--- src/rtl/core/rmbt_pkg.sv ---
// Shared types and constants for the run merge block tiler.
package rmbt_pkg;

    localparam int MAX_BLOCKS = 31;
    localparam int NB_W       = $clog2(MAX_BLOCKS + 1);
    // block start can pass lda by up to one block
    localparam int BS_W       = 18;

    localparam logic [1:0] KIND_PIECE = 2'd0;
    localparam logic [1:0] KIND_MARK  = 2'd1;
    localparam logic [1:0] KIND_ERR   = 2'd2;

    localparam logic CFG_LDA   = 1'b0;
    localparam logic CFG_BSIZE = 1'b1;

    localparam logic [16:0] LDA_RST   = 17'd65536;
    localparam logic [16:0] BSIZE_RST = 17'd2048;

    typedef struct packed {
        logic [13:0] shell_index;
        logic [15:0] ao_begin;
        logic [16:0] ao_end;
        logic        last;
    } t_in_word;

    typedef struct packed {
        logic [1:0]  kind;
        logic [15:0] big_start;
        logic [16:0] length;
        logic [16:0] small_start;
        logic [15:0] piece_count;
        logic        final_res;
    } t_out_word;

    typedef struct packed {
        logic accept;
        logic step;
        logic sel_run;
        logic flush;
        logic drain;
        logic clear;
    } t_dp_cmd;

    typedef struct packed {
        logic needs_close;
        logic step_last;
        logic hold_valid;
        logic out_free;
    } t_dp_status;

endpackage

--- src/rtl/core/run_merge_block_tiler_unit.sv ---
// Run merge block tiler: top level joining sequencer and datapath.
// A word that only extends or opens a run leaves the block idle; such words can follow
// every cycle. A word that closes a run stalls input while its results are stepped out,
// with a step without result if the close stops on the block limit; output stalls add.
// Results move from hold slot to output register on the next result or on the drain.
// Reset: synchronous, active low; clears stream state, lda to 65536, block size to 2048.
module run_merge_block_tiler_unit import rmbt_pkg::*; (
    input  logic        i_clk,
    input  logic        i_rst_n,
    input  logic        i_cfg_we,
    input  logic        i_cfg_index,
    input  logic [16:0] i_cfg_data,
    input  logic        i_in_valid,
    output logic        o_in_stall,
    input  t_in_word    i_in_word,
    output logic        o_out_valid,
    input  logic        i_out_stall,
    output t_out_word   o_out_word
);

    t_dp_cmd    cmd;
    t_dp_status status;
    logic       idle;

    assign o_in_stall = !idle;

    rmbt_ctrl u_ctrl (
        .i_clk      (i_clk),
        .i_rst_n    (i_rst_n),
        .i_in_valid (i_in_valid),
        .i_in_last  (i_in_word.last),
        .i_status   (status),
        .o_cmd      (cmd),
        .o_idle     (idle)
    );

    rmbt_dpath u_dpath (
        .i_clk       (i_clk),
        .i_rst_n     (i_rst_n),
        .i_cfg_we    (i_cfg_we),
        .i_cfg_index (i_cfg_index),
        .i_cfg_data  (i_cfg_data),
        .i_in_word   (i_in_word),
        .i_cmd       (cmd),
        .o_status    (status),
        .o_out_valid (o_out_valid),
        .i_out_stall (i_out_stall),
        .o_out_word  (o_out_word)
    );

    a_hold_blocks_input: assert property (@(posedge i_clk) disable iff (!i_rst_n)
        status.hold_valid |-> o_in_stall)
        else $error("word held while input open");

    a_step_not_idle: assert property (@(posedge i_clk) disable iff (!i_rst_n)
        cmd.step |-> !cmd.accept)
        else $error("step while accepting");

    a_kind_legal: assert property (@(posedge i_clk) disable iff (!i_rst_n)
        o_out_valid |-> (o_out_word.kind == KIND_PIECE || o_out_word.kind == KIND_MARK
                         || o_out_word.kind == KIND_ERR))
        else $error("illegal result kind");

    a_marker_clean: assert property (@(posedge i_clk) disable iff (!i_rst_n)
        (o_out_valid && o_out_word.kind == KIND_MARK)
            |-> (o_out_word.length == 17'd0 && o_out_word.small_start == 17'd0))
        else $error("marker carries piece data");

endmodule

--- src/rtl/core/rmbt_ctrl.sv ---
// Sequencer: accepts words and walks the close, flush and drain phases.
module rmbt_ctrl import rmbt_pkg::*; (
    input  logic       i_clk,
    input  logic       i_rst_n,
    input  logic       i_in_valid,
    input  logic       i_in_last,
    input  t_dp_status i_status,
    output t_dp_cmd    o_cmd,
    output logic       o_idle
);

    typedef enum logic [4:0] {
        S_IDLE    = 5'b00001,
        S_CLOSE_A = 5'b00010,
        S_CLOSE_B = 5'b00100,
        S_FLUSH   = 5'b01000,
        S_DRAIN   = 5'b10000
    } t_state;

    t_state r_state, n_state;
    logic   r_fin, n_fin;
    logic   stepping;
    logic   step_phase;

    assign o_idle     = (r_state == S_IDLE);
    assign step_phase = (r_state == S_CLOSE_A) || (r_state == S_CLOSE_B)
                     || (r_state == S_FLUSH);
    // at most one result per step; hold slot must be able to spill first
    assign stepping   = step_phase && (!i_status.hold_valid || i_status.out_free);

    always_comb begin
        n_state = r_state;
        n_fin   = r_fin;
        o_cmd   = '0;
        o_cmd.step    = stepping;
        o_cmd.sel_run = (r_state == S_CLOSE_B);
        o_cmd.flush   = (r_state == S_FLUSH);
        case (r_state)
            S_IDLE: begin
                o_cmd.accept = i_in_valid;
                if (i_in_valid) begin
                    n_fin = i_in_last;
                    if (i_status.needs_close) begin
                        n_state = S_CLOSE_A;
                    end else if (i_in_last) begin
                        n_state = S_CLOSE_B;
                    end
                end
            end
            S_CLOSE_A: begin
                if (stepping && i_status.step_last) begin
                    n_state = r_fin ? S_CLOSE_B : S_DRAIN;
                end
            end
            S_CLOSE_B: begin
                if (stepping && i_status.step_last) begin
                    n_state = S_FLUSH;
                end
            end
            S_FLUSH: begin
                if (stepping && i_status.step_last) begin
                    o_cmd.clear = 1'b1;
                    n_state     = S_DRAIN;
                end
            end
            S_DRAIN: begin
                o_cmd.drain = i_status.hold_valid && i_status.out_free;
                if (!i_status.hold_valid || i_status.out_free) begin
                    n_state = S_IDLE;
                end
            end
            default: begin
                n_state = S_IDLE;
            end
        endcase
    end

    always_ff @(posedge i_clk) begin
        if (!i_rst_n) begin
            r_state <= S_IDLE;
            r_fin   <= 1'b0;
        end else begin
            r_state <= n_state;
            r_fin   <= n_fin;
        end
    end

endmodule

--- src/rtl/core/rmbt_dpath.sv ---
// Datapath: run merge registers, block tiling step, hold slot and output register.
module rmbt_dpath import rmbt_pkg::*; (
    input  logic        i_clk,
    input  logic        i_rst_n,
    input  logic        i_cfg_we,
    input  logic        i_cfg_index,
    input  logic [16:0] i_cfg_data,
    input  t_in_word    i_in_word,
    input  t_dp_cmd     i_cmd,
    output t_dp_status  o_status,
    output logic        o_out_valid,
    input  logic        i_out_stall,
    output t_out_word   o_out_word
);

    logic [16:0]     r_lda, r_bsize;
    logic [15:0]     r_run_begin;
    logic [16:0]     r_run_end;
    logic [13:0]     r_prev_shell;
    logic            r_run_open;
    logic [15:0]     r_lo;
    logic [16:0]     r_hi;
    logic [BS_W-1:0] r_block_start;
    logic [NB_W-1:0] r_block_num;
    logic [16:0]     r_packed;
    logic [15:0]     r_pieces;
    logic            r_eb_pend;
    logic            r_hold_valid;
    t_out_word       r_hold;
    logic            r_out_valid;
    t_out_word       r_out;

    logic            follows;
    logic [15:0]     lo;
    logic [16:0]     hi;
    logic [BS_W-1:0] lo_x, hi_x, top;
    logic            blocks_done;
    logic            res_v, is_piece, end_blk, pend_set, step_last;
    t_out_word       res;
    t_out_word       hold_last;
    logic            out_free;

    assign follows = r_run_open
        && ({1'b0, i_in_word.shell_index} == ({1'b0, r_prev_shell} + 15'd1));
    assign out_free = !r_out_valid || !i_out_stall;

    assign lo   = i_cmd.sel_run ? r_run_begin : r_lo;
    assign hi   = i_cmd.sel_run ? r_run_end : r_hi;
    assign lo_x = {2'b00, lo};
    assign hi_x = {1'b0, hi};
    assign top  = r_block_start + {1'b0, r_bsize};
    assign blocks_done = (r_block_num >= NB_W'(MAX_BLOCKS))
                      || (r_block_start >= {1'b0, r_lda});

    // one tiling step: at most one word out
    always_comb begin
        logic [BS_W-1:0] diff;
        diff      = '0;
        res_v     = 1'b0;
        is_piece  = 1'b0;
        end_blk   = 1'b0;
        pend_set  = 1'b0;
        step_last = 1'b0;
        res       = '0;
        if (r_eb_pend) begin
            res_v   = 1'b1;
            end_blk = 1'b1;
        end else if (blocks_done) begin
            step_last = 1'b1;
        end else if (i_cmd.flush || lo_x >= top) begin
            res_v   = 1'b1;
            end_blk = 1'b1;
        end else if (lo_x < r_block_start && hi_x < r_block_start) begin
            res_v         = 1'b1;
            step_last     = 1'b1;
            res.kind      = KIND_ERR;
            res.big_start = lo;
            res.length    = hi;
        end else begin
            res_v    = 1'b1;
            is_piece = 1'b1;
            if (lo_x < r_block_start) begin
                res.big_start = r_block_start[15:0];
                if (hi_x > top) begin
                    diff     = {1'b0, r_bsize};
                    pend_set = 1'b1;
                end else begin
                    diff      = hi_x - r_block_start;
                    step_last = 1'b1;
                end
            end else begin
                res.big_start = lo;
                if (hi_x > top) begin
                    diff     = top - lo_x;
                    pend_set = 1'b1;
                end else begin
                    diff      = hi_x - lo_x;
                    step_last = 1'b1;
                end
            end
            res.length      = diff[16:0];
            res.small_start = r_packed;
        end
        if (res_v && !is_piece && res.kind != KIND_ERR) begin
            res.kind        = KIND_MARK;
            res.piece_count = r_pieces;
        end
    end

    assign o_status.needs_close = r_run_open && !follows;
    assign o_status.step_last   = step_last;
    assign o_status.hold_valid  = r_hold_valid;
    assign o_status.out_free    = out_free;

    always_ff @(posedge i_clk) begin
        if (!i_rst_n) begin
            r_lda   <= LDA_RST;
            r_bsize <= BSIZE_RST;
        end else if (i_cfg_we) begin
            if (i_cfg_index == CFG_LDA) begin
                r_lda <= i_cfg_data;
            end
            if (i_cfg_index == CFG_BSIZE) begin
                r_bsize <= i_cfg_data;
            end
        end
    end

    // stream state
    always_ff @(posedge i_clk) begin
        if (!i_rst_n || i_cmd.clear) begin
            r_run_begin   <= '0;
            r_run_end     <= '0;
            r_prev_shell  <= '0;
            r_run_open    <= 1'b0;
            r_block_start <= '0;
            r_block_num   <= '0;
            r_packed      <= '0;
            r_pieces      <= '0;
            r_eb_pend     <= 1'b0;
        end else begin
            if (i_cmd.accept) begin
                r_prev_shell <= i_in_word.shell_index;
                if (follows) begin
                    r_run_end <= i_in_word.ao_end;
                end else begin
                    r_run_begin <= i_in_word.ao_begin;
                    r_run_end   <= i_in_word.ao_end;
                    r_run_open  <= 1'b1;
                end
            end
            if (i_cmd.step) begin
                r_eb_pend <= pend_set;
                if (is_piece) begin
                    r_packed <= r_packed + res.length;
                    r_pieces <= r_pieces + 16'd1;
                end
                if (end_blk) begin
                    r_block_start <= r_block_start + {1'b0, r_bsize};
                    r_block_num   <= r_block_num + NB_W'(1);
                end
            end
        end
    end

    // operands of the run being closed
    always_ff @(posedge i_clk) begin
        if (i_cmd.accept && !follows) begin
            r_lo <= r_run_begin;
            r_hi <= r_run_end;
        end
    end

    // held word goes out flagged as the last of its input
    always_comb begin
        hold_last           = r_hold;
        hold_last.final_res = 1'b1;
    end

    // hold slot keeps each word until the next one arrives so the last one can be flagged
    always_ff @(posedge i_clk) begin
        if (!i_rst_n) begin
            r_hold_valid <= 1'b0;
            r_out_valid  <= 1'b0;
        end else if (i_cmd.drain) begin
            r_hold_valid <= 1'b0;
            r_out_valid  <= 1'b1;
        end else if (i_cmd.step && res_v) begin
            r_hold_valid <= 1'b1;
            if (r_hold_valid) begin
                r_out_valid <= 1'b1;
            end else if (!i_out_stall) begin
                r_out_valid <= 1'b0;
            end
        end else if (!i_out_stall) begin
            r_out_valid <= 1'b0;
        end
    end

    always_ff @(posedge i_clk) begin
        if (i_cmd.drain) begin
            r_out <= hold_last;
        end else if (i_cmd.step && res_v) begin
            r_hold <= res;
            if (r_hold_valid) begin
                r_out <= r_hold;
            end
        end
    end

    assign o_out_valid = r_out_valid;
    assign o_out_word  = r_out;

endmodule

--- config.mk ---
export PLATFORM = sky130hd
export DESIGN_NAME = run_merge_block_tiler_unit
export DESIGN_NICKNAME = d
export VERILOG_FILES = /design/src/rtl/core/rmbt_pkg.sv /design/src/rtl/core/run_merge_block_tiler_unit.sv /design/src/rtl/core/rmbt_ctrl.sv /design/src/rtl/core/rmbt_dpath.sv
export SDC_FILE = /design/constraint.sdc
export NUM_CORES = 1
export LEC_CHECK = 0
export ABC_AREA = 1
export BUFFER_PORTS_ARGS = -buffer_cell sky130_fd_sc_hd__buf_2
export CORE_ASPECT_RATIO = 0.5
export CORE_UTILIZATION = 45
export DETAILED_ROUTE_END_ITERATION = 10
export GPL_ROUTABILITY_DRIVEN = 0
export PLACE_DENSITY = 0.65
export SYNTH_ARGS = -nofsm -noshare
export SYNTH_HDL_FRONTEND = slang
export SYNTH_HIERARCHICAL = 1
export SYNTH_SLANG_ARGS = --single-unit
--- constraint.sdc ---
create_clock -name i_clk -period 7.2 [get_ports i_clk]
set_clock_uncertainty 0.15 [all_clocks]
set_input_delay 0.72 -clock i_clk [delete_from_list [all_inputs] [get_ports i_clk]]
set_output_delay 0.72 -clock i_clk [all_outputs]
set_load 0.005 [all_outputs]
==> impl_metrics.json <==
{
  "status": "finished clean",
  "synth_compound_area_frac": 0.142,
  "grtUsageTotal": 0.226,
  "p_total_mw": 9.51,
  "ctsHoldBuffers": 0,
  "hold_violations": 0,
  "worstPathMaxFanout": 11,
  "cts-root-buf": "clkbuf_16",
  "fmax_mhz": 148,
  "cts_buffer_depth": 3,
  "synth_top_family_by_area": "simple AND/OR/NAND/NOR gates",
  "diodes": 0,
  "required_ps": 7520,
  "cp-start-kind": "flop",
  "portBuffers": 141,
  "ir_drop_v": 0.000288,
  "synthFlopType": "edfxtp_1",
  "maxCapViolCount": 0,
  "tns_ps": 0,
  "overflow": 0,
  "utilization": 0.527,
  "synth-async-reset-ratio": 0,
  "first_pass_iters": 5,
  "grt_busiest_layer": "met2",
  "yosysMostFrequentCell": "nand2_1",
  "holdPathEnd": "u_dpath/r_lda[16]",
  "slew_viol_final": 0,
  "ff2ff_path_depth": 45,
  "synth_xor_area_frac": 0.0355,
  "cts_tree": "done",
  "power_leakage_nw": 9.04,
  "worstHoldPathCells": 3,
  "h-tree-depth": 1,
  "endpoint_kind": "flop",
  "path_class": "flop to flop",
  "worstHoldStart": "i_cfg_data[16]",
  "power.density_nw_per_um2": 463,
  "grt_max_degree": 71,
  "min_period_over_period": 0.940,
  "initial_utilization": 0.457,
  "worstSkewPairLatency_ps": 580,
  "slew-limit-headroom": 0.275,
  "synthTopCellsByCount": "356 x nand2_1, 287 x inv_1, 269 x nor2_1",
  "via_count": 14800,
  "drc": 0,
  "netlist.area_leader.share": 0.285,
  "syn_avg_cell_area_um2": 8.30,
  "nNetsFinal": 2502,
  "pre_cts_slack_ps": 6.23,
  "grt_pass1_vias": 13500,
  "dieWidth_um": 283,
  "grtUsageMet1": 0.327,
  "fin_ws_ps": 435,
  "drt-wirelength-per-cell_um": 16.5,
  "drtIter0Drc": 1259,
  "yosysWarningCount": 6,
  "routed_via_density": 5.20,
  "synth_cells": 2143,
  "yosysTopAreaCell": "edfxtp_1",
  "antenna_found_initial": 1,
  "synth_fa_ha_area_frac": 0.0967,
  "r2r_start": "u_dpath/r_bsize[7]",
  "crit_path_top_delay_cell": "ha_1",
  "hold_class": "input pin to flop",
  "drtAntennaViolNets": 0,
  "max_slew.worst_pin.slew_ps": 1080,
  "netlist-cell-type-count": 58,
  "yosysSeqAreaShare": 0.452,
  "syn_area_um2": 17800,
  "whs_ps": 241,
  "drive_gt1_frac": 0.155,
  "clk_pin_slew_worst_paths_ps": 60,
  "die_h_um": 143,
  "wirelength_um": 47000,
  "regToRegSetupSlack_ps": 430,
  "ios": 142,
  "finalSetupViolCount": 0,
  "fp.coreArea_um2": 38900,
  "muxShareOfSynthArea": 0.000563,
  "cts.sinks": 317,
  "grtUsageMet3": 0.0413,
  "cts_inserted_buffers": 30,
  "ys_top_cells_by_area": "edfxtp_1 29%, dfxtp_1 17%, ha_1 9.2%",
  "grt_first_pass_wirelength_um": 72200,
  "rows": 51,
  "post-route-min-period_ps": 6770,
  "grt_util_met2": 0.347,
  "area_growth_pct": 15.4,
  "ys_ff_latch": 317,
  "reg2reg_to": "u_dpath/r_packed[16]",
  "synth_edf_count": 169,
  "dp_hpwl_um": 34900,
  "syn_nets": 2349,
  "die_area_um2": 40400,
  "synth_simple_gate_area_frac": 0.191,
  "arrival_ps": 7080,
  "cp_common_cell": "nand2_1",
  "max_stage_delay_ps": 400
}
==> kinds of logic after synthesis <==
| group | after synthesis |
|---|---|
| AO/OA/AOI/OAI | 451 |
| AND/OR/NAND/NOR | 795 |
| buffers and inverters | 372 |
| multiplexers | 1 |
| XOR/XNOR | 72 |
| adder cells (fa/ha/maj) | 135 |
| flip-flops | 317 |
==> report_power, final <==
part	switching, mW	total [mW]	internal, mW
Sequential	0.183	2.55	2.37
Clock	0.695	1.60	0.901
Combinational	3.48	5.36	1.88
Total	4.36	9.51	5.15
==> cell type report <==
cell class	instances	area (um2)
timing repair buffer	189	1070
clock buffer	39	805
sequential	317	8050
inverter	302	1140
clock inverter	17	186
fill	3710	18400
multi-input combinational	1456	8610
tap	530	663
==> critical path, delay by kind of cell, from the launching register on <==
family                     cells  cell delay [ps]
xor gates and xnor gates       2              310
DFF                            1              340
AOI/OAI and AO/OA             10             1370
and+or+nand+nor               25             2580
buffers and inverters          4              500
adders and majority gates      4             1410
==> worst max-delay path by stage <==
stage	from	slack (ps)	endpoint
after floorplan	u_ctrl/r_state[2]	510	u_dpath/r_packed[16]
after global placement	u_ctrl/r_state[2]	170	u_dpath/r_packed[16]
after detailed placement	u_dpath/r_block_start[0]	6	u_dpath/r_packed[16]
after CTS	u_dpath/r_block_start[0]	30	u_dpath/r_packed[16]
after global routing	u_dpath/r_block_start[0]	-60	u_dpath/r_packed[15]
final	u_dpath/r_bsize[7]	430	u_dpath/r_packed[16]
==> metal layers <==
layer / wire (um) / vias to the layer above
li1: - / 7445
met1: 22000 / 6798
met2: 20000 / 501
met3: 3970 / 62
met4: 995 / 0
met5: 0 / -
==> what timing repair did <==
action | 4_1_cts | 5_1_grt
setup endpoints to repair | 1 | 8
setup buffers | 0 | 12
pin swaps | 0 | 14
gates resized for setup | 2 | 71
gates cloned | 0 | 2
==> per-stage QoR <==
step,instance area [um2],instances
floorplan,17800,2143
global placement,19100,2780
detailed placement,19100,2780
CTS,20100,2836
global route,20500,2850
finish,20500,2850
==> state kept, by name, summed over array words and instances, names as in the netlist <==
register / cells
u_dpath/r_bsize: 17
u_dpath/r_block_start: 18
u_dpath/r_run_begin: 16
u_dpath/r_run_open: 1
u_ctrl/r_state: 5
u_dpath/r_prev_shell: 14
u_dpath/r_packed: 17
u_dpath/r_hi: 17
u_dpath/r_eb_pend: 1
u_dpath/o_out_word: 69
u_dpath/r_run_end: 17
u_dpath/hold_last: 68
u_dpath/r_pieces: 16
u_dpath/r_block_num: 5
u_dpath/r_lo: 16
u_dpath/r_lda: 17
u_ctrl/r_fin: 1
u_dpath/o_out_valid: 1
u_dpath/r_hold_valid: 1
==> placed cells by master (no fill, tap or decap), types with 5 or more instances in the layout <==
cell / n
a211oi_1: 27
a21o_1: 5
a21oi_1: 172
a21oi_2: 10
a31oi_1: 10
a32o_1: 5
buf_2: 141
buf_4: 47
clkbuf_1: 7
clkbuf_16: 30
clkinv_1: 7
dfxtp_1: 137
dfxtp_2: 11
edfxtp_1: 169
ha_1: 120
ha_4: 7
inv_1: 286
inv_2: 12
nand2_1: 349
nand2_2: 11
nand3_1: 63
nand3_2: 8
nand4_1: 19
nor2_1: 263
nor2_2: 10
nor2_4: 7
nor3_1: 25
o211ai_1: 15
o21a_1: 5
o21ai_0: 141
o21ai_1: 28
o21ai_2: 6
o21bai_1: 10
or2_2: 16
xnor2_1: 25
xor2_1: 47
Power figures use the tool's default switching activity.
